[src/svm_pkg.sv]
// Shared types, constants and tables of the spectral vocal mask bin unit.
package svm_pkg;

   localparam int CORDIC_STAGES_DEF = 18;

   localparam int SMP_W      = 32;
   localparam int BIN_W      = 13;
   localparam int MODE_W     = 3;
   localparam int STR_W      = 17;
   localparam int RATE_W     = 18;
   localparam int FFT_W      = 14;
   localparam int CSR_ADDR_W = 2;
   localparam int CSR_DATA_W = 18;
   localparam int REQ_W      = 144;
   localparam int RSP_W      = 64;

   localparam int POW_W  = 64;
   localparam int SCL_W  = 97;
   localparam int NORM_W = 46;
   localparam int TOP_W  = SCL_W - NORM_W;
   localparam int ROOT_W = 32;
   localparam int DEN_W  = 47;
   localparam int GAIN_W = 17;
   localparam int ANG_W  = 32;
   localparam int CRD_W  = 36;

   localparam logic [CSR_ADDR_W-1:0] CSR_MASK_MODE   = 2'd0;
   localparam logic [CSR_ADDR_W-1:0] CSR_STRENGTH    = 2'd1;
   localparam logic [CSR_ADDR_W-1:0] CSR_SAMPLE_RATE = 2'd2;
   localparam logic [CSR_ADDR_W-1:0] CSR_FFT_SIZE    = 2'd3;

   typedef enum logic [MODE_W-1:0] {
      MODE_SOFT   = 3'd0,
      MODE_SUB    = 3'd1,
      MODE_WIENER = 3'd2,
      MODE_WEIGHT = 3'd3,
      MODE_PHASE  = 3'd4
   } mode_type;

   localparam logic [STR_W-1:0]  STR_RST  = 17'd65536;
   localparam logic [RATE_W-1:0] RATE_RST = 18'd44100;
   localparam logic [FFT_W-1:0]  FFT_RST  = 14'd2048;

   localparam logic [GAIN_W-1:0] GAIN_ONE     = 17'd65536;
   localparam logic [GAIN_W-1:0] WIENER_FLOOR = 17'd655;
   localparam logic [GAIN_W-1:0] PHASE_BASE   = 17'd45875;
   localparam logic [14:0]       PHASE_SLOPE  = 15'd19661;
   localparam logic [6:0]        BAND_LO      = 7'd80;
   localparam logic [10:0]       BAND_HI      = 11'd1100;
   localparam logic [ANG_W-1:0]  ANGLE_HALF   = 32'h8000_0000;

   typedef struct packed {
      logic [POW_W-1:0] rest;
      logic [POW_W-1:0] root;
   } sqrt_state_type;

   typedef struct packed {
      logic signed [CRD_W-1:0] x;
      logic signed [CRD_W-1:0] y;
      logic [ANG_W-1:0]        z;
      logic                    zero;
   } cordic_state_type;

   typedef struct packed {
      logic [DEN_W-1:0]  rest;
      logic [DEN_W-1:0]  den;
      logic [GAIN_W-1:0] quo;
   } div_state_type;

   typedef struct packed {
      logic [TOP_W-1:0] t;
      logic [SCL_W-1:0] p;
      logic [SCL_W-1:0] a;
   } norm_state_type;

   function automatic logic [ANG_W-1:0] atan_turn(input int idx);
      logic [ANG_W-1:0] v;
      case (idx)
         0:  v = 32'd536870912;
         1:  v = 32'd316933406;
         2:  v = 32'd167458907;
         3:  v = 32'd85004756;
         4:  v = 32'd42667331;
         5:  v = 32'd21354465;
         6:  v = 32'd10679838;
         7:  v = 32'd5340245;
         8:  v = 32'd2670163;
         9:  v = 32'd1335087;
         10: v = 32'd667544;
         11: v = 32'd333772;
         12: v = 32'd166886;
         13: v = 32'd83443;
         14: v = 32'd41722;
         15: v = 32'd20861;
         16: v = 32'd10430;
         17: v = 32'd5215;
         18: v = 32'd2608;
         19: v = 32'd1304;
         20: v = 32'd652;
         21: v = 32'd326;
         22: v = 32'd163;
         23: v = 32'd81;
         24: v = 32'd41;
         25: v = 32'd20;
         26: v = 32'd10;
         27: v = 32'd5;
         28: v = 32'd3;
         29: v = 32'd1;
         30: v = 32'd1;
         default: v = 32'd0;
      endcase
      return v;
   endfunction

endpackage

[src/svm_div_cell.sv]
// One quotient bit of the pipelined restoring gain divider.
module svm_div_cell import svm_pkg::*; #(
   parameter bit FIRST = 1'b0
) (
   input  logic          clock,
   input  logic          en,
   input  div_state_type st_i,
   output div_state_type st_ff
);

   logic [DEN_W:0] r;
   logic [DEN_W:0] diff;
   div_state_type  st_in;

   always_comb begin
      r     = FIRST ? {1'b0, st_i.rest} : {st_i.rest, 1'b0};
      diff  = r - {1'b0, st_i.den};
      st_in = st_i;
      if (r >= {1'b0, st_i.den}) begin
         st_in.rest = diff[DEN_W-1:0];
         st_in.quo  = {st_i.quo[GAIN_W-2:0], 1'b1};
      end else begin
         st_in.rest = r[DEN_W-1:0];
         st_in.quo  = {st_i.quo[GAIN_W-2:0], 1'b0};
      end
   end

   always_ff @(posedge clock) begin
      if (en) begin
         st_ff <= st_in;
      end
   end

endmodule

[config.mk]
export PLATFORM = sky130hd
export DESIGN_NAME = svm_div_cell
export DESIGN_NICKNAME = d
export VERILOG_FILES = /design/src/svm_pkg.sv /design/src/svm_div_cell.sv
export SDC_FILE = /design/constraint.sdc
export NUM_CORES = 1
export LEC_CHECK = 0
export BUFFER_PORTS_ARGS = -buffer_cell sky130_fd_sc_hd__buf_4
export CORE_MARGIN = 5
export CORE_UTILIZATION = 55
export CTS_CLUSTER_SIZE = 12
export DETAILED_ROUTE_END_ITERATION = 16
export PLACE_DENSITY = 0.94
export SLEW_MARGIN = 5
export SYNTH_ARGS = -nofsm -noshare
export SYNTH_HDL_FRONTEND = slang
export SYNTH_SLANG_ARGS = --single-unit
export TNS_END_PERCENT = 1
[constraint.sdc]
create_clock -name clock -period 7.1 [get_ports clock]
set_input_delay 0.71 -clock clock [delete_from_list [all_inputs] [get_ports clock]]
set_output_delay 0.71 -clock clock [all_outputs]
set_load 0.01 [all_outputs]
[Yosys cells after proc, flatten, opt, wreduce, memory -nomap -nowiden]
Cells that the tools add are included.
Word-level totals
  memories kept: 0
  memory bits (read-only): 0
  bits in writable memories: 0
  flip-flop bits (word level): 111
  output and inout bits: 111
  bits in latches: 0
  input port bits: 113
Cells by class
  multiplexer cells: 2
  bitwise logic cells: 0
  reduce and logical (&&, ||, !) cells: 0
  magnitude comparators: 1
  add/sub/neg operators: 1
  eq/ne operators: 0
  $mul: 0
  shift operators: 0
  divide/modulo/power cells: 0
Operator list (number)
  $ge 48x47->1: 1
  $mux 47: 1
  $sub 47x47->47: 1
  $mux 1: 1

[Longest topological paths before layout]
  depth after elaboration: 2
  mapped depth: 14

[Worst setup path before layout]
No wires, ideal clock.
  kind: input to register
  start point: input st_i[17] (netlist name)
  end point: register st_ff[65] (netlist name), data pin
  stages on the path: 11
  setup time: 0.262 ns
  buffers on the path: 1
  path slack: 3.593 ns
  arrival time: 3.245 ns
  cells stage by stage: inv_1 fa_1 a21o_1 a221o_1 nand2_1 nand4_2 a221oi_2 a21oi_1 o31ai_4 buf_6 mux2_1
RTL lines
  start, declared: RTL line svm_div_cell.sv:7  | input div_state_type st_i,
  end signal, assigned: RTL line svm_div_cell.sv:30  | st_ff <= st_in;
  end, declared: RTL line svm_div_cell.sv:8  | output div_state_type st_ff

==> run metrics <==
Die ar.=approximately 15000 um^2; Synth top area share=49.4%; unrepaired setup endpoints after global routing=no; Crit path required time=just over 7 ns; Crit Path Max Fanout=45; Post-Layout Cell Count=1020; Total GRT Usage=24.9%; Sink Count=111; worst path bufs/invs=3; hold_buf cts=0; CP most frequent cell=buf_4; NetSw=a little under 0.6 mW; Rows=40; outcome=finished, final reports clean; Synth Net Count=820; fmax=about 0.27 GHz; CTS Buf Count=9; worst hold start=st_i[7]; YS warnings=0; final worst slack=3.35 ns; Leak=3.96 nW; DIE HEIGHT=121 um; crit-path cells=buf_4, inv_1, fa_1, a21o_1, a221o_1, nand2_1, nand4_2, a221oi_2, a21oi_1, o31ai_4, buf_4, mux2_1; kind of critical path=input pin to flop; grt total ovfl=0; DRC=0; worst hold path depth=1; commonest non-fill, non-tap cell in the layout=buf_4; pre-CTS setup slack=roughly 3 ns; crit path launch type=input pin; PwrDens=219 nW/um^2; post-synthesis cell count=659; dominant cell type by area after synthesis=edfxtp_1; clock root cell=clkbuf_16; Synth Area per Inst=between 10 and 15 um^2; Core Region=between 10000 and 15000 um^2; Critical Path End Type=flop; depth of the CTS H-tree=3; Final Hold Fails=0; post-synthesis async set-or-reset flop share=0%; Hold EP=st_ff[8]; Final nets=a little over 1000; Reg with most FFs=st_ff; Worst Path Arrival=3.86 ns; Max-cap violations=0; Comb power frac=between 30% and 40%; delay-heaviest family, CP=compound AO/OA/AOI/OAI gates; max reg flops=111; initial antenna violation count=0; WL final=18900 um; fin area=8780 um^2; slew at the pin closest to its max-slew limit=about 0.75 ns; Post-synth EDFFs=~110; DP HPWL=14600 um; Top Registers=st_ff (111); Final Setup Violations=0; CTS tree=done; total setup buffers inserted after CTS=0; Sw Ratio=31.0%; ys flop type=edfxtp_1; register clock-pin slew on the reported worst setup and hold paths=0.08 ns; share of layout cells above drive strength 1=29.6%; most frequent cells in the layout=buf_4 (225), edfxtp_1 (111), nand2_1 (83); TNS Setup=0 ns; Util after Layout=73.1%; I/O Pins=224; Clock power frac=26.1%; fin. max-slew vios=0; Worst path slowest cell=fa_1; DR iter-0 viols=510; largest net degree at the start of global routing=60; cell area after placement=8490 um^2; Worst Hold Slack=approximately 0.52 ns; placed insts=1004; clock buffer depth=2; Tot Pwr=approximately 1.9 mW; vias in the first global route=5806; Post-CTS Resized=0; Routed Antenna Nets=0; die width=121 um; # port buffers=between 200 and 250; class of the worst hold path=input pin to flop; Area Overhead vs Synth=30.0%; drt wl/cell=18.6 um; worst stage delay on the critical path=0.48 ns; Synth area leaders=edfxtp_1 (49%), ha_1 (8.7%), nand2_1 (4.6%); Synth Register Bits=approximately 110; n_diodes=0; detailed-route vias per instance=5.84; Seq/Total Area, Yosys=between 40 and 50%; drt first pass iters=5; mapped cell area=6750 um^2; Initial Utilization=56.2%; gpl congestion=0.937; internal power=approximately 1.3 mW; Vias=5955; Worst slew margin=49.3%; count of unique library cells instantiated by Yosys=56; Final Cycle Share=52.8%; VDD IR max=102 uV; sequential power share=a little over two fifths; global-route wire length before repair=between 20000 and 30000 um; Tmin final=3.75 ns
power by group through the flow:
stage	Combinational [mW]	Clock [mW]	Sequential (mW)
after floorplan	0.278	0	0.895
after global placement	0.551	0	0.852
after detailed placement	0.568	0	0.857
after CTS	0.574	0.506	0.844
after global routing	0.626	0.533	0.849
final	0.578	0.502	0.842
worst max-delay path by stage:
| stage | from | slack, ns | cells after the start | endpoint |
|---|---|---|---|---|
| after global routing | st_i[17] | 3.24 | 12 | st_ff[89] |
| final | st_i[17] | 3.35 | 12 | st_ff[89] |
| after floorplan | st_i[17] | 3.59 | 11 | st_ff[65] |
| after global placement | st_i[17] | 3.05 | 12 | st_ff[79] |
| after detailed placement | st_i[17] | 2.98 | 12 | st_ff[89] |
| after CTS | st_i[17] | 3.35 | 12 | st_ff[89] |
Yosys cell counts (2+ instances only):
cell,number
mux2_1,3
edfxtp_1,111
o31ai_2,2
nor3_1,11
a31oi_1,5
mux2_2,2
nor2_1,29
a211oi_1,2
nor4b_1,2
or2_2,3
o21ai_0,60
o211ai_1,2
and3_1,5
xor2_1,19
buf_2,5
a221oi_1,3
buf_6,3
nand4_1,15
o21a_1,5
o32a_1,2
clkbuf_1,17
nand2_1,83
a21o_1,32
o21bai_1,10
ha_1,47
nand2b_1,3
nor4_1,2
o21ai_1,6
xnor2_1,24
o31ai_1,4
a21oi_1,54
inv_1,56
nand3_1,8
o41ai_1,2
per-layer routing:
layer	global-route usage [%]	wire, um	share of wire, %
met5	0	0	0
met4	10.3	606	3.2
met3	4.02	1370	7.2
met2	44.2	9810	52
met1	30.1	7160	38
final cells by class:
| type | count | area [um^2] |
|---|---|---|
| clock buffer | 9 | 225 |
| clock inverter | 7 | 61.3 |
| fill | 816 | 3230 |
| inverter | 57 | 214 |
| multi-input combinational | 464 | 3070 |
| sequential | 111 | 3330 |
| tap | 147 | 184 |
| timing repair buffer | 225 | 1690 |
cell families after synthesis:
group           Yosys count  share of synthesized area (%)
flops                   111                           49.4
xor+xnor                 43                           5.58
compound gates          202                           18.9
buf+inv                  84                           5.17
mux                       5                          0.834
fa+ha+maj                48                           9.00
simple gates            166                           11.1
Power figures use the tool's default switching activity.
