==> src/svm_pkg.sv <==
// Shared types, constants and tables of the spectral vocal mask bin unit.
package svm_pkg;

   localparam int CORDIC_STAGES_DEF = 18;

   localparam int SMP_W      = 32;
   localparam int BIN_W      = 13;
   localparam int MODE_W     = 3;
   localparam int STR_W      = 17;
   localparam int RATE_W     = 18;
   localparam int FFT_W      = 14;
   localparam int CSR_ADDR_W = 2;
   localparam int CSR_DATA_W = 18;
   localparam int REQ_W      = 144;
   localparam int RSP_W      = 64;

   localparam int POW_W  = 64;
   localparam int SCL_W  = 97;
   localparam int NORM_W = 46;
   localparam int TOP_W  = SCL_W - NORM_W;
   localparam int ROOT_W = 32;
   localparam int DEN_W  = 47;
   localparam int GAIN_W = 17;
   localparam int ANG_W  = 32;
   localparam int CRD_W  = 36;

   localparam logic [CSR_ADDR_W-1:0] CSR_MASK_MODE   = 2'd0;
   localparam logic [CSR_ADDR_W-1:0] CSR_STRENGTH    = 2'd1;
   localparam logic [CSR_ADDR_W-1:0] CSR_SAMPLE_RATE = 2'd2;
   localparam logic [CSR_ADDR_W-1:0] CSR_FFT_SIZE    = 2'd3;

   typedef enum logic [MODE_W-1:0] {
      MODE_SOFT   = 3'd0,
      MODE_SUB    = 3'd1,
      MODE_WIENER = 3'd2,
      MODE_WEIGHT = 3'd3,
      MODE_PHASE  = 3'd4
   } mode_type;

   localparam logic [STR_W-1:0]  STR_RST  = 17'd65536;
   localparam logic [RATE_W-1:0] RATE_RST = 18'd44100;
   localparam logic [FFT_W-1:0]  FFT_RST  = 14'd2048;

   localparam logic [GAIN_W-1:0] GAIN_ONE     = 17'd65536;
   localparam logic [GAIN_W-1:0] WIENER_FLOOR = 17'd655;
   localparam logic [GAIN_W-1:0] PHASE_BASE   = 17'd45875;
   localparam logic [14:0]       PHASE_SLOPE  = 15'd19661;
   localparam logic [6:0]        BAND_LO      = 7'd80;
   localparam logic [10:0]       BAND_HI      = 11'd1100;
   localparam logic [ANG_W-1:0]  ANGLE_HALF   = 32'h8000_0000;

   typedef struct packed {
      logic [POW_W-1:0] rest;
      logic [POW_W-1:0] root;
   } sqrt_state_type;

   typedef struct packed {
      logic signed [CRD_W-1:0] x;
      logic signed [CRD_W-1:0] y;
      logic [ANG_W-1:0]        z;
      logic                    zero;
   } cordic_state_type;

   typedef struct packed {
      logic [DEN_W-1:0]  rest;
      logic [DEN_W-1:0]  den;
      logic [GAIN_W-1:0] quo;
   } div_state_type;

   typedef struct packed {
      logic [TOP_W-1:0] t;
      logic [SCL_W-1:0] p;
      logic [SCL_W-1:0] a;
   } norm_state_type;

   function automatic logic [ANG_W-1:0] atan_turn(input int idx);
      logic [ANG_W-1:0] v;
      case (idx)
         0:  v = 32'd536870912;
         1:  v = 32'd316933406;
         2:  v = 32'd167458907;
         3:  v = 32'd85004756;
         4:  v = 32'd42667331;
         5:  v = 32'd21354465;
         6:  v = 32'd10679838;
         7:  v = 32'd5340245;
         8:  v = 32'd2670163;
         9:  v = 32'd1335087;
         10: v = 32'd667544;
         11: v = 32'd333772;
         12: v = 32'd166886;
         13: v = 32'd83443;
         14: v = 32'd41722;
         15: v = 32'd20861;
         16: v = 32'd10430;
         17: v = 32'd5215;
         18: v = 32'd2608;
         19: v = 32'd1304;
         20: v = 32'd652;
         21: v = 32'd326;
         22: v = 32'd163;
         23: v = 32'd81;
         24: v = 32'd41;
         25: v = 32'd20;
         26: v = 32'd10;
         27: v = 32'd5;
         28: v = 32'd3;
         29: v = 32'd1;
         30: v = 32'd1;
         default: v = 32'd0;
      endcase
      return v;
   endfunction

endpackage

==> src/svm_sqrt_cell.sv <==
// One digit step of the pipelined integer square root.
module svm_sqrt_cell import svm_pkg::*; #(
   parameter int IDX = 0
) (
   input  logic           clock,
   input  logic           en,
   input  sqrt_state_type st_i,
   output sqrt_state_type st_ff
);

   localparam logic [POW_W-1:0] BIT = POW_W'(1) << (62 - 2 * IDX);

   logic [POW_W:0] trial;
   sqrt_state_type st_in;

   always_comb begin
      trial = {1'b0, st_i.root} + {1'b0, BIT};
      st_in = st_i;
      if ({1'b0, st_i.rest} >= trial) begin
         st_in.rest = st_i.rest - trial[POW_W-1:0];
         st_in.root = (st_i.root >> 1) + BIT;
      end else begin
         st_in.root = st_i.root >> 1;
      end
   end

   always_ff @(posedge clock) begin
      if (en) begin
         st_ff <= st_in;
      end
   end

endmodule

==> config.mk <==
export PLATFORM = sky130hd
export DESIGN_NAME = svm_sqrt_cell
export DESIGN_NICKNAME = d
export VERILOG_FILES = /design/src/svm_pkg.sv /design/src/svm_sqrt_cell.sv
export SDC_FILE = /design/constraint.sdc
export NUM_CORES = 1
export LEC_CHECK = 0
export ABC_AREA = 1
export BUFFER_PORTS_ARGS = -buffer_cell sky130_fd_sc_hd__buf_4
export CAP_MARGIN = 10
export CORE_MARGIN = 3
export CORE_UTILIZATION = 50
export DETAILED_ROUTE_END_ITERATION = 8
export PLACE_DENSITY_LB_ADDON = 0.1
export RECOVER_POWER = 25
export SLEW_MARGIN = 20
export SYNTH_ARGS = -nofsm -noshare
export SYNTH_HDL_FRONTEND = slang
export SYNTH_SLANG_ARGS = --single-unit
==> constraint.sdc <==
create_clock -name clock -period 2.6 [get_ports clock]
set_input_delay 0.13 -clock clock [delete_from_list [all_inputs] [get_ports clock]]
set_output_delay 0.13 -clock clock [all_outputs]
set_load 0.005 [all_outputs]
* After elaboration in Yosys (flattened, before gate mapping)
Index checks and enable logic that the tools add are counted.
** Storage, ports and cells
- Output and inout port bits :: 128
- Register bits :: 128
- Bits of input ports :: 130
** Cells by class
- Add/subtract/negate cells :: 3
- Multiplexer cells :: 2
- Magnitude comparators :: 1
** Operator list (count)
- 64-bit by 63-bit adder with 65-bit output (second input constant) :: 1
- 64-bit by 65-bit greater-or-equal comparator with 1-bit output :: 1
- 63-bit by 63-bit adder with 64-bit output (second input constant) :: 1
- 64-bit two-way mux :: 1
- 64-bit subtractor :: 1
- 63-bit two-way mux :: 1

* Depth between registers and ports, before layout
- Depth in word-level cells :: 3
- Depth in mapped cells :: 18
- Depth with buffers taken out :: 16

* Worst setup path before layout
Ideal clock, no wire load.
- Path kind :: in2reg
- Start :: input port st_i[62] (netlist bit)
- End :: register st_ff[125] (netlist bit) (data pin)
- Data arrival time :: 1726 ps
- Path slack :: 621 ps
- Stages on the path :: 12
- Setup time :: 253 ps
- Data required time :: 2347 ps
- Path through :: ha_1 > inv_1 > ha_1 > nand2_1 > nor2_1 > nand2_1 > nor4_2 > nand2_2 > buf_6 > buf_2 > nand3_1 > nand2_1
** RTL lines
- from (decl) :: RTL line svm_sqrt_cell.sv:7 : input sqrt_state_type st_i,
- to (signal assigned) :: RTL line svm_sqrt_cell.sv:29 : st_ff <= st_in;
- to (decl) :: RTL line svm_sqrt_cell.sv:8 : output sqrt_state_type st_ff

==> results.cfg <==
[outcome]
status = finished, violations left
violations = capacitance limit, slew limit, setup timing

[sta]
setup_violations = 17
fin_ws_ps = -46.0
hold_violations = 0
fin_crit_ps = 2650
finalMaxSlewViolations = 31
max_freq_mhz = 378
final.setup.tns_ps = -237
holdWs_ps = 16.5
slew_headroom = -0.264
worst_pin_slew_ps = 1900
period_share = 1.02

[drt]
m1WireLength_um = 19200
wl_met2_um = 22200
wl_per_cell_um = 20.3
vias = 13000
wirelength_um = 48400
drt_first_pass_iters = 5
first_iter_violations = 1438
antenna_left = 0
wl_met3_um = 5020
top_layer_used = met4
drc = 0
avgViaCountPerCell = 5.47

[critical_path]
arrival_ps = 2800
critPathLaunchType = input port
cp.required_ps = 2760
crit_fanout = 19
criticalPathCategory = input port to flop
endpoint_kind = flop

[pwr]
p_int_mw = 5.10
seqPwrFrac = 0.331
comb_power_share = 0.369
p_sw_frac = 0.366
netSwitchingPower_mw = 2.94
ir_drop_mv = 0.392
power_frac_clock = 0.300
leakagePower_nw = 8.48
p_per_area_nw_per_um2 = 518
finalPower_mw = 8.03

[placed_design]
placed_cell_area_um2 = 13500
portBuffers = 257
gp_congestion = 0.963
hpwl_um = 34000

[finish]
nets = 2288
largest_reg_flops = 128
area_growth_pct = 39.5
regMostFlops = st_ff
layout-drive-gt1-share = 0.221
fin_area_um2 = 15500
reg_top3 = st_ff: 128 flops

[yosys]
ys_seq_area_frac = 0.346
synth_top_area_frac = 0.346
synth_cell_type_count = 31
yosys.area.top_type = edfxtp_1
synth_seq_cells = 128
ys_top_cells_by_area = edfxtp_1 (35%), nand2_1 (24%), inv_1 (13%)
synthesis.area_um2 = 11100
synthCells = 1732
synth_area_per_cell_um2 = 6.42
yosys_warnings = 0
syn_nets = 1928

[global_route]
grt_pass1_vias = 12200
grt_pass1_wl_um = 66100
antenna_found_initial = 0
grt_use_total = 0.355
grt_max_degree = 65
grt_overflow = 0

[floorplan]
placementRows = 53
die_w_um = 155
die_area_um2 = 24100
core_um2 = 21400
die_h_um = 155
start_util = 0.519
io_pins = 258

[clock_tree]
cts_max_level = 4
cts-root-buf = clkbuf_16
numCtsBuffers = 17
clk_pin_slew_ps = 70
cts_tree = yes
cts_sinks = 128
clock_path_buffers = 2

[run]
cap_violations = 1

[hold_path]
hold_class = input port to flop
==> cell type report <==
class | instances | area (um^2)
antenna | 1 | 2.50
clock buffer | 18 | 429
clock inverter | 14 | 131
fill | 1566 | 5900
inverter | 410 | 1540
multi-input combinational | 1173 | 6260
sequential | 128 | 3840
tap | 275 | 344
timing repair buffer | 362 | 2970
==> logic make-up (layout without fill, tap and decap cells) <==
kind of cell               count (synthesis)  after routing  share of synthesized area
DFF                                      128            128                      0.346
xor gates and xnor gates                  31             31                     0.0244
AOI/OAI and AO/OA                         51             51                     0.0233
buffers and inverters                    431            804                      0.152
and+or+nand+nor                         1025           1025                      0.380
adders and majority gates                 66             66                     0.0749
other                                      0              1                          0
==> placed cells by master (no fill, tap or decap), drive strengths merged, types with 4 or more instances in the layout <==
cell and instances:
edfxtp 128, nand2 733, buf 289, clkinv 6
nand3 133, nor4 6, clkinvlp 4, clkbuf 29
a21oi 43, nand3b 15, nand4 7, ha 65
xor2 30, o21ai 8, dlygate4sd3 62, nor3 8
nor2 117, inv 413
==> stage by stage <==
step                      std cells  setup WS, ps   util
after floorplan                1732           621      -
after global placement         2273          -104  0.632
after detailed placement       2273         -64.7  0.632
after CTS                      2367          7.12  0.687
after global routing           2380          -141  0.724
final                          2381         -46.0  0.724
==> power by group through the flow <==
stage	registers, mW	clock network (mW)	logic, mW
CTS	2.65	2.38	2.56
global placement	2.68	0	2.38
floorplan	2.71	0	1.29
global route	2.68	2.49	3.17
detailed placement	2.68	0	2.48
finish	2.66	2.41	2.97
==> path summary, 6_finish.rpt <==
| path | startpoint | end | depth (start not counted) |
|---|---|---|---|
| max | st_i[22] | st_ff[95] | 20 |
| min | st_i[125] | st_ff[125] | 3 |
==> cells in the mapped netlist <==
cell type / instances
nor4_1: 5
nand3_2: 1
ha_1: 65
nand3b_1: 15
nor2_2: 16
buf_2: 12
buf_6: 6
nor3_1: 8
nand4_1: 7
a21oi_1: 42
and2_1: 1
xnor2_1: 1
nand2_1: 725
nor3b_1: 1
fa_1: 1
o21ai_0: 8
and3_1: 3
clkinv_1: 1
edfxtp_1: 128
nor2_1: 98
nor2_4: 3
inv_1: 398
inv_2: 11
a21oi_2: 1
or2_2: 1
nor4_2: 1
nand3_1: 132
buf_4: 3
xor2_1: 30
nand2_2: 7
nand2_4: 1
==> worst max-delay path, stage by stage <==
cell,delay [ps]
dlygate4sd3_1,540
clkbuf_4,140
inv_1,60
ha_2,310
nand2_1,90
nand2_1,100
nand2_1,100
nand2_1,80
inv_1,60
nand2_1,90
nand2_1,90
nand2_1,110
inv_1,110
nand2_2,90
nand2_4,140
nand2_8,80
buf_4,150
buf_12,150
nand2_1,60
nand2_1,100
==> metal layers <==
layer / vias to the layer above / global-route usage
li1: 5962 / -
met1: 5954 / 0.472
met2: 948 / 0.575
met3: 157 / 0.0612
met4: 0 / 0.147
met5: - / 0
==> timing repair <==
action                                 4_1_cts  5_1_grt
setup endpoints to repair                    0       66
endpoints found under the hold margin       62        0
hold buffers                                62        0
setup buffers                                0       12
gates resized for setup                      0      124
Note: power is estimated with default switching activity, not from simulation.
