File: src/svm_pkg.sv
// Shared types, constants and tables of the spectral vocal mask bin unit.
package svm_pkg;

   localparam int CORDIC_STAGES_DEF = 18;

   localparam int SMP_W      = 32;
   localparam int BIN_W      = 13;
   localparam int MODE_W     = 3;
   localparam int STR_W      = 17;
   localparam int RATE_W     = 18;
   localparam int FFT_W      = 14;
   localparam int CSR_ADDR_W = 2;
   localparam int CSR_DATA_W = 18;
   localparam int REQ_W      = 144;
   localparam int RSP_W      = 64;

   localparam int POW_W  = 64;
   localparam int SCL_W  = 97;
   localparam int NORM_W = 46;
   localparam int TOP_W  = SCL_W - NORM_W;
   localparam int ROOT_W = 32;
   localparam int DEN_W  = 47;
   localparam int GAIN_W = 17;
   localparam int ANG_W  = 32;
   localparam int CRD_W  = 36;

   localparam logic [CSR_ADDR_W-1:0] CSR_MASK_MODE   = 2'd0;
   localparam logic [CSR_ADDR_W-1:0] CSR_STRENGTH    = 2'd1;
   localparam logic [CSR_ADDR_W-1:0] CSR_SAMPLE_RATE = 2'd2;
   localparam logic [CSR_ADDR_W-1:0] CSR_FFT_SIZE    = 2'd3;

   typedef enum logic [MODE_W-1:0] {
      MODE_SOFT   = 3'd0,
      MODE_SUB    = 3'd1,
      MODE_WIENER = 3'd2,
      MODE_WEIGHT = 3'd3,
      MODE_PHASE  = 3'd4
   } mode_type;

   localparam logic [STR_W-1:0]  STR_RST  = 17'd65536;
   localparam logic [RATE_W-1:0] RATE_RST = 18'd44100;
   localparam logic [FFT_W-1:0]  FFT_RST  = 14'd2048;

   localparam logic [GAIN_W-1:0] GAIN_ONE     = 17'd65536;
   localparam logic [GAIN_W-1:0] WIENER_FLOOR = 17'd655;
   localparam logic [GAIN_W-1:0] PHASE_BASE   = 17'd45875;
   localparam logic [14:0]       PHASE_SLOPE  = 15'd19661;
   localparam logic [6:0]        BAND_LO      = 7'd80;
   localparam logic [10:0]       BAND_HI      = 11'd1100;
   localparam logic [ANG_W-1:0]  ANGLE_HALF   = 32'h8000_0000;

   typedef struct packed {
      logic [POW_W-1:0] rest;
      logic [POW_W-1:0] root;
   } sqrt_state_type;

   typedef struct packed {
      logic signed [CRD_W-1:0] x;
      logic signed [CRD_W-1:0] y;
      logic [ANG_W-1:0]        z;
      logic                    zero;
   } cordic_state_type;

   typedef struct packed {
      logic [DEN_W-1:0]  rest;
      logic [DEN_W-1:0]  den;
      logic [GAIN_W-1:0] quo;
   } div_state_type;

   typedef struct packed {
      logic [TOP_W-1:0] t;
      logic [SCL_W-1:0] p;
      logic [SCL_W-1:0] a;
   } norm_state_type;

   function automatic logic [ANG_W-1:0] atan_turn(input int idx);
      logic [ANG_W-1:0] v;
      case (idx)
         0:  v = 32'd536870912;
         1:  v = 32'd316933406;
         2:  v = 32'd167458907;
         3:  v = 32'd85004756;
         4:  v = 32'd42667331;
         5:  v = 32'd21354465;
         6:  v = 32'd10679838;
         7:  v = 32'd5340245;
         8:  v = 32'd2670163;
         9:  v = 32'd1335087;
         10: v = 32'd667544;
         11: v = 32'd333772;
         12: v = 32'd166886;
         13: v = 32'd83443;
         14: v = 32'd41722;
         15: v = 32'd20861;
         16: v = 32'd10430;
         17: v = 32'd5215;
         18: v = 32'd2608;
         19: v = 32'd1304;
         20: v = 32'd652;
         21: v = 32'd326;
         22: v = 32'd163;
         23: v = 32'd81;
         24: v = 32'd41;
         25: v = 32'd20;
         26: v = 32'd10;
         27: v = 32'd5;
         28: v = 32'd3;
         29: v = 32'd1;
         30: v = 32'd1;
         default: v = 32'd0;
      endcase
      return v;
   endfunction

endpackage

File: src/svm_cordic_cell.sv
// One rotation step of the vectoring CORDIC phase unit.
module svm_cordic_cell import svm_pkg::*; #(
   parameter int IDX = 0
) (
   input  logic             clock,
   input  logic             en,
   input  cordic_state_type st_i,
   output cordic_state_type st_ff
);

   localparam logic [ANG_W-1:0] ATAN = atan_turn(IDX);

   logic signed [CRD_W-1:0] xs, ys, dx, dy;
   cordic_state_type st_in;

   always_comb begin
      xs = st_i.x;
      ys = st_i.y;
      dx = ys >>> IDX;
      dy = xs >>> IDX;
      st_in = st_i;
      if (!ys[CRD_W-1]) begin
         st_in.x = xs + dx;
         st_in.y = ys - dy;
         st_in.z = st_i.z + ATAN;
      end else begin
         st_in.x = xs - dx;
         st_in.y = ys + dy;
         st_in.z = st_i.z - ATAN;
      end
   end

   always_ff @(posedge clock) begin
      if (en) begin
         st_ff <= st_in;
      end
   end

endmodule

File: config.mk
export PLATFORM = sky130hd
export DESIGN_NAME = svm_cordic_cell
export DESIGN_NICKNAME = d
export VERILOG_FILES = /design/src/svm_pkg.sv /design/src/svm_cordic_cell.sv
export SDC_FILE = /design/constraint.sdc
export NUM_CORES = 1
export LEC_CHECK = 0
export BUFFER_PORTS_ARGS = -buffer_cell sky130_fd_sc_hd__buf_2
export CORE_ASPECT_RATIO = 0.7
export CORE_MARGIN = 5
export CORE_UTILIZATION = 50
export CTS_CLUSTER_SIZE = 30
export DETAILED_ROUTE_END_ITERATION = 10
export PLACE_DENSITY = 0.77
export SYNTH_ARGS = -nofsm -noshare
export SYNTH_HDL_FRONTEND = slang
export SYNTH_SLANG_ARGS = --single-unit
File: constraint.sdc
create_clock -name clock -period 2.98 [get_ports clock]
set_clock_uncertainty 0.15 [all_clocks]
set_input_delay 0.447 -clock clock [delete_from_list [all_inputs] [get_ports clock]]
set_output_delay 0.447 -clock clock [all_outputs]
set_load 0.1 [all_outputs]
# == Word level (Yosys, flattened, before mapping) ==
# Index checks and enable logic that the tools add are counted.
# word_totals
ff_bits,105
in_bits,107
out_inout_bits,105
elab_cells,10
# classes
n_addsub,5
muxes,1
# ops
operator,count
two-way mux 104 bit,1
subtractor 36 bit,2
adder 36 bit,1
adder 32 x 30 -> 32 bit (second input constant),1
subtractor 32 x 30 -> 32 bit (second input constant),1

# == Logic depth before layout (Yosys ltp) ==
# Gate-level depths: netlist of the first run.
# depth
word_depth,2
ltp_mapped,13
depth_no_buf,12

# == Worst setup path before layout of the first run ==
# OpenSTA, ideal clock, no wires.
# synth_timing
kind,input to register
startpoint,input port st_i[33] (netlist bit)
endpoint,register st_ff[67] (netlist bit) (data pin)
setup_ns,0.261
arrival_time_ns,2.816
path_slack_ns,-0.247
path_stages,12
cell_sequence,ha_1 -> inv_1 -> fa_1 -> o21bai_1 -> o2111ai_1 -> a211oi_2 -> a311oi_2 -> o221ai_2 -> nor3b_2 -> nor4_1 -> a31o_1 -> a221o_1
# synth_rtl
item,line_no,rtl
from (decl),svm_cordic_cell.sv:7,"input cordic_state_type st_i,"
to (signal assigned),svm_cordic_cell.sv:35,st_ff <= st_in;
to (decl),svm_cordic_cell.sv:8,output cordic_state_type st_ff

==> impl_metrics.json, run 1 <==
{
  "critPathMostFrequentCell": "buf_4",
  "crit_family": "compound AO/OA/AOI/OAI gates",
  "crit_path_start_kind": "input pin",
  "ant_nets": 0,
  "synth_area_leaders": "edfxtp_1 (32%), ha_1 (14%), a21oi_1 (6.0%)",
  "synth_top_area_share_pct": 32.0,
  "first_iter_violations": 1538,
  "wl_um": 41700,
  "ys.flop_type": "edfxtp_1",
  "critPathKind": "in -> reg",
  "syn_area_sq_um": 9760,
  "p_switching_uw": 3670,
  "required_ps": 2950,
  "avgViaCountPerCell": 5.89,
  "io_pins": 212,
  "slew_violations": 0,
  "overflow": 0,
  "numCtsBuffers": 9,
  "largest_reg_flops": 104,
  "die_w_um": 177,
  "slew_headroom_pct": 56.5,
  "dpl.hpwl_um": 32000,
  "hp-start": "st_i[0]",
  "grt_usage_pct": 34.4,
  "finalHoldViolations": 0,
  "final_nets": 1871,
  "leakagePower_uw": 0.00694,
  "peakVddDrop_mv": 0.483,
  "pwr_density_cell_nw_per_um2": 503,
  "critPathBufInv": 5,
  "largest_register": "st_ff",
  "dr.pass1.iters": 6,
  "power_frac_clock_pct": 16.3,
  "row_count": 42,
  "area_growth_pct": 51.1,
  "syn_avg_cell_area_sq_um": 8.77,
  "syn_nets": 1333,
  "numClockSinks": 104,
  "async_flop_share_pct": 0,
  "rsz0062_at_grt": "true",
  "yosysSeqAreaShare_pct": 32.0,
  "hold_class": "in -> reg",
  "met2_length_um": 17500,
  "initial_core_util_pct": 51.3,
  "gp_congestion": 1.02,
  "p_int_uw": 3750,
  "die-height_um": 127,
  "grt_pass1_vias": 10700,
  "wl_per_cell_um": 21.7,
  "cts_max_level": 3,
  "finalCriticalPeriod_ps": 3280,
  "vias": 11300,
  "path_max_fanout": 6,
  "port-buffer-count": 211,
  "cpMaxStageDelayCell": "ha_4",
  "layout-drive-gt1-share_pct": 43.1,
  "grt_pass1_wl_um": 60100,
  "crit_chain": "buf_2 -> inv_1 -> ha_4 -> buf_4 -> o21bai_4 -> o2111ai_4 -> buf_4 -> a211oi_2 -> buf_4 -> nor4_4 -> a21oi_2 -> a211o_1 -> a21bo_1 -> a221oi_2 -> xor2_1",
  "ys_ff_latch": 104,
  "stdcell_count": 1921,
  "postLayoutSetupSlackWorst_ps": -305,
  "power.share.switching_pct": 49.4,
  "dp_slack_ps": -907,
  "grt_max_degree": 74,
  "worstSetupStartpoint": "st_i[35]",
  "cts_hold_buf": 0,
  "die_area_sq_um": 22500,
  "maxUsedRoutingLayer": "met5",
  "cts_tree": "yes",
  "cp.arrival_ps": 3260,
  "fillers": 1349,
  "max_stage_delay_ps": 340,
  "drv_cap": 0,
  "synth_edf_count": 104,
  "period_share_pct": 110,
  "violations": "negative setup slack",
  "fmax_mhz": 304,
  "cts_root_buffer": "clkbuf_16",
  "outcome": "complete, but fails checks",
  "synth_warnings": 0,
  "synth_cell_types": 79,
  "seqPwrFrac_pct": 26.4,
  "crit_path_end_kind": "flop",
  "final_cell_mix": "buf_4 (356), buf_2 (204), a21oi_1 (108), edfxtp_1 (104), inv_1 (99)",
  "wl_met3_um": 5700,
  "combPwrFrac_pct": 57.3,
  "wl_met1_um": 17900,
  "tightest_slew_ps": 644,
  "top_regs": "st_ff x104",
  "dpl.cell_count": 1881,
  "power_uw": 7420,
  "setup_viol": 25,
  "antenna_found_initial": 2,
  "synth_area_leader_cell": "edfxtp_1",
  "synth_cells": 1113,
  "clk_pin_slew_ps": 80,
  "final_common_cell": "buf_4",
  "drc": 0,
  "core_area_sq_um": 19000,
  "cts.path.max_buffers": 2
}
layout make-up:
type	count	area (sq um)	area share (%)
clock inverters	6	51.3	0.348
repair buffers	576	3890	26.3
diodes	2	5.00	0.0339
inverters	110	413	2.80
clock buffers	9	225	1.53
well taps	264	330	2.24
multi-input cells	850	6720	45.5
flip-flops and latches	104	3120	21.2
worst paths after layout:
path / end / slack, ps / cells past startpoint
max: st_ff[63] / -300 / 15
min: st_ff[0] / 90 / 1
power groups by stage:
stage                     sequential [uW]  clock [uW]  combinational [uW]
after floorplan                      3500           0                1100
after CTS                            1960        1200                4030
final                                1960        1210                4250
after global placement               1980           0                3870
after detailed placement             1990           0                3910
after global routing                 1980        1270                4400
stage by stage:
step	utilization, %	area (sq um)	TNS, ps	hold WS [ps]
global route	77.5	14800	-5690	90.0
detailed placement	71.3	13600	-21320	475
finish	77.6	14800	-3850	93.0
global placement	71.3	13600	-19500	473
floorplan	-	9800	-371	396
CTS	75.3	14300	-1530	95.2
what timing repair did:
| item | CTS | global route |
|---|---|---|
| gates resized for setup | 81 | 71 |
| pin swaps | 38 | 45 |
| gates cloned | 0 | 0 |
| setup endpoints to repair | 32 | 38 |
| setup buffers | 12 | 14 |
cells by family (layout without fill, tap and decap cells):
logic type | count (synthesis) | count (layout) | synth area share, %
compound gates | 357 | 357 | 23.6
xor+xnor | 68 | 68 | 6.10
fa+ha+maj | 113 | 113 | 14.8
buf+inv | 159 | 701 | 6.30
flops | 104 | 104 | 32.0
mux | 25 | 25 | 2.56
other cells | 0 | 2 | 0
simple gates | 287 | 287 | 14.6
Yosys cell counts (5+ instances only):
master	number
a21o_1	28
o21a_1	7
nor2_1	81
edfxtp_1	104
ha_1	109
buf_1	6
or2_2	8
nor3_1	23
inv_1	105
a21oi_1	117
and3_1	9
nand4_1	9
o21ai_0	75
nor2b_1	23
nand2_1	67
nor4_1	11
nand2b_1	13
and2_1	6
o211ai_1	13
o31ai_1	6
mux2i_1	25
o21bai_1	20
a211oi_1	11
o31a_1	5
a221o_1	5
buf_2	12
xnor2_1	58
xor2_1	10
a31oi_1	13
or3_1	6
clkbuf_1	30
nand3_1	13
per-layer routing:
layer | vias to the layer above | global-route usage [%]
met3 | 76 | 10.5
met4 | 2 | 5.68
met5 | - | 0
met2 | 848 | 50.4
li1 | 5086 | -
met1 | 5302 | 50.9
No activity file was read; power rests on OpenSTA's default activity.
==> run 2, diff against run 1 <==
- GPL_TIMING_DRIVEN: default -> 0
==> impl_metrics.json, run 2 (synthesis results as in run 1) <==
{
  "outcome": "complete, but fails checks",
  "violations": "negative setup slack",
  "critPathBufInv": 4,
  "numClockSinks": 104,
  "slew_headroom_pct": 20.2,
  "final_common_cell": "buf_2",
  "fillers": 1558,
  "multi_input_area_sq_um": 6920,
  "largest_reg_flops": 104,
  "setup_viol": 21,
  "wl_per_cell_um": 22.8,
  "top_regs": "st_ff x104",
  "stdcell_count": 1650,
  "period_share_pct": 108,
  "gp_congestion": 1.05,
  "cts_max_level": 3,
  "pwr_density_cell_nw_per_um2": 539,
  "die_area_sq_um": 22500,
  "core_area_sq_um": 19000,
  "hold_class": "in -> reg",
  "regArea_sq_um": 3120,
  "required_ps": 2950,
  "num_antenna_cells": 0,
  "die_w_um": 177,
  "grt_pass1_vias": 9427,
  "slew_violations": 0,
  "grt_pass1_wl_um": 55100,
  "area_growth_pct": 32.5,
  "crit_chain": "buf_8 -> ha_4 -> inv_2 -> fa_2 -> o21bai_4 -> o2111ai_4 -> a211oi_4 -> buf_6 -> a311oi_4 -> o221ai_2 -> nor3b_4 -> buf_6 -> nor4_2 -> a31o_1 -> a221o_1",
  "hold_ws_ps": 103,
  "ant_nets": 0,
  "cp.arrival_ps": 3170,
  "grt_usage_pct": 31.6,
  "overflow": 0,
  "critPathMostFrequentCell": "buf_6",
  "dr.pass1.iters": 6,
  "largest_register": "st_ff",
  "drc": 0,
  "avgViaCountPerCell": 6.21,
  "die-height_um": 127,
  "rsz0062_at_grt": "true",
  "tns_ps": -1980,
  "layout-drive-gt1-share_pct": 33.0,
  "initial_core_util_pct": 51.3,
  "design_area_sq_um": 12900,
  "peakVddDrop_mv": 0.294,
  "io_pins": 212,
  "cpMaxStageDelayCell": "fa_2",
  "tightest_slew_ps": 1200,
  "dpl_cell_area_sq_um": 11200,
  "dpl.hpwl_um": 28300,
  "grt_max_degree": 71,
  "clk_pin_slew_ps": 80,
  "final_util_pct": 68.0,
  "max_stage_delay_ps": 360,
  "cts_tree": "yes",
  "cts.path.max_buffers": 2,
  "wl_um": 37600,
  "cts_root_buffer": "clkbuf_16",
  "crit_family": "compound AO/OA/AOI/OAI gates",
  "first_iter_violations": 1495,
  "final_cell_mix": "buf_2 (195), edfxtp_1 (104), a21oi_1 (102), inv_1 (94), ha_1 (92)",
  "leakagePower_uw": 0.00563,
  "crit_path_end_kind": "flop",
  "cts_hold_buf": 0,
  "path_max_fanout": 3,
  "port-buffer-count": 210,
  "row_count": 42,
  "numCtsBuffers": 9,
  "crit_path_start_kind": "input pin",
  "drv_cap": 0,
  "vias": 10300,
  "critPathKind": "in -> reg",
  "antenna_found_initial": 0,
  "dpl.cell_count": 1588,
  "postLayoutSetupSlackWorst_ps": -226,
  "finalCriticalPeriod_ps": 3210,
  "finalHoldViolations": 0,
  "fmax_mhz": 312,
  "final_nets": 1602
}
==> run 2: changes by cell type in the layout (fill, tap and decap cells not counted), moves of 5 or more <==
cell | previous run | this run
inv_1 | 99 | 94
buf_2 | 204 | 195
clkbuf_1 | 0 | 15
buf_8 | 1 | 7
buf_4 | 356 | 57
inv_4 | 0 | 5
clkbuf_2 | 0 | 11
a21oi_1 | 108 | 102
==> run 2: repair_timing <==
| item | CTS | global route |
|---|---|---|
| endpoints found under the setup margin | 41 | 36 |
| pin swaps | 51 | 47 |
| resized for setup | 164 | 109 |
| buffers inserted | 33 | 17 |
==> run 2: area by class of cell <==
type / count / share of cell area (%)
Multi-Input combinational cell: 850 / 53.5
Sequential cell: 104 / 24.1
Timing Repair Buffer: 260 / 12.2
Inverter: 110 / 3.34
Tap cell: 264 / 2.55
Buffer: 47 / 2.15
Clock buffer: 9 / 1.74
Clock inverter: 6 / 0.397
==> run 2: where the power goes <==
| group | internal [uW] | total [uW] | switching (uW) |
|---|---|---|---|
| clock network | 576 | 1190 | 613 |
| registers | 1890 | 1940 | 49.9 |
| logic | 954 | 3850 | 2890 |
==> run 2: per-stage QoR <==
stage,setup WS [ps],power (uW)
floorplan,-190,4600
finish,-226,6970
CTS,-239,6750
detailed placement,-1230,5350
global route,-277,7190
global placement,-1220,5340
==> run 2: metal layers <==
metal / wire length (um) / share of wire [%] / up-vias / GRT usage (%)
li1: - / - / 4543 / -
met1: 15700 / 42 / 4860 / 46.5
met2: 15400 / 41 / 776 / 44.5
met3: 5760 / 15 / 73 / 11.2
met4: 704 / 1.9 / 0 / 7.46
met5: 0 / 0 / - / 0
==> run 2: worst paths after layout <==
| path | startpoint | endpoint | slack [ps] | cells past startpoint |
|---|---|---|---|---|
| worst max-delay path | st_i[33] | st_ff[67] | -230 | 15 |
| worst min-delay path | st_i[25] | st_ff[25] | 100 | 1 |
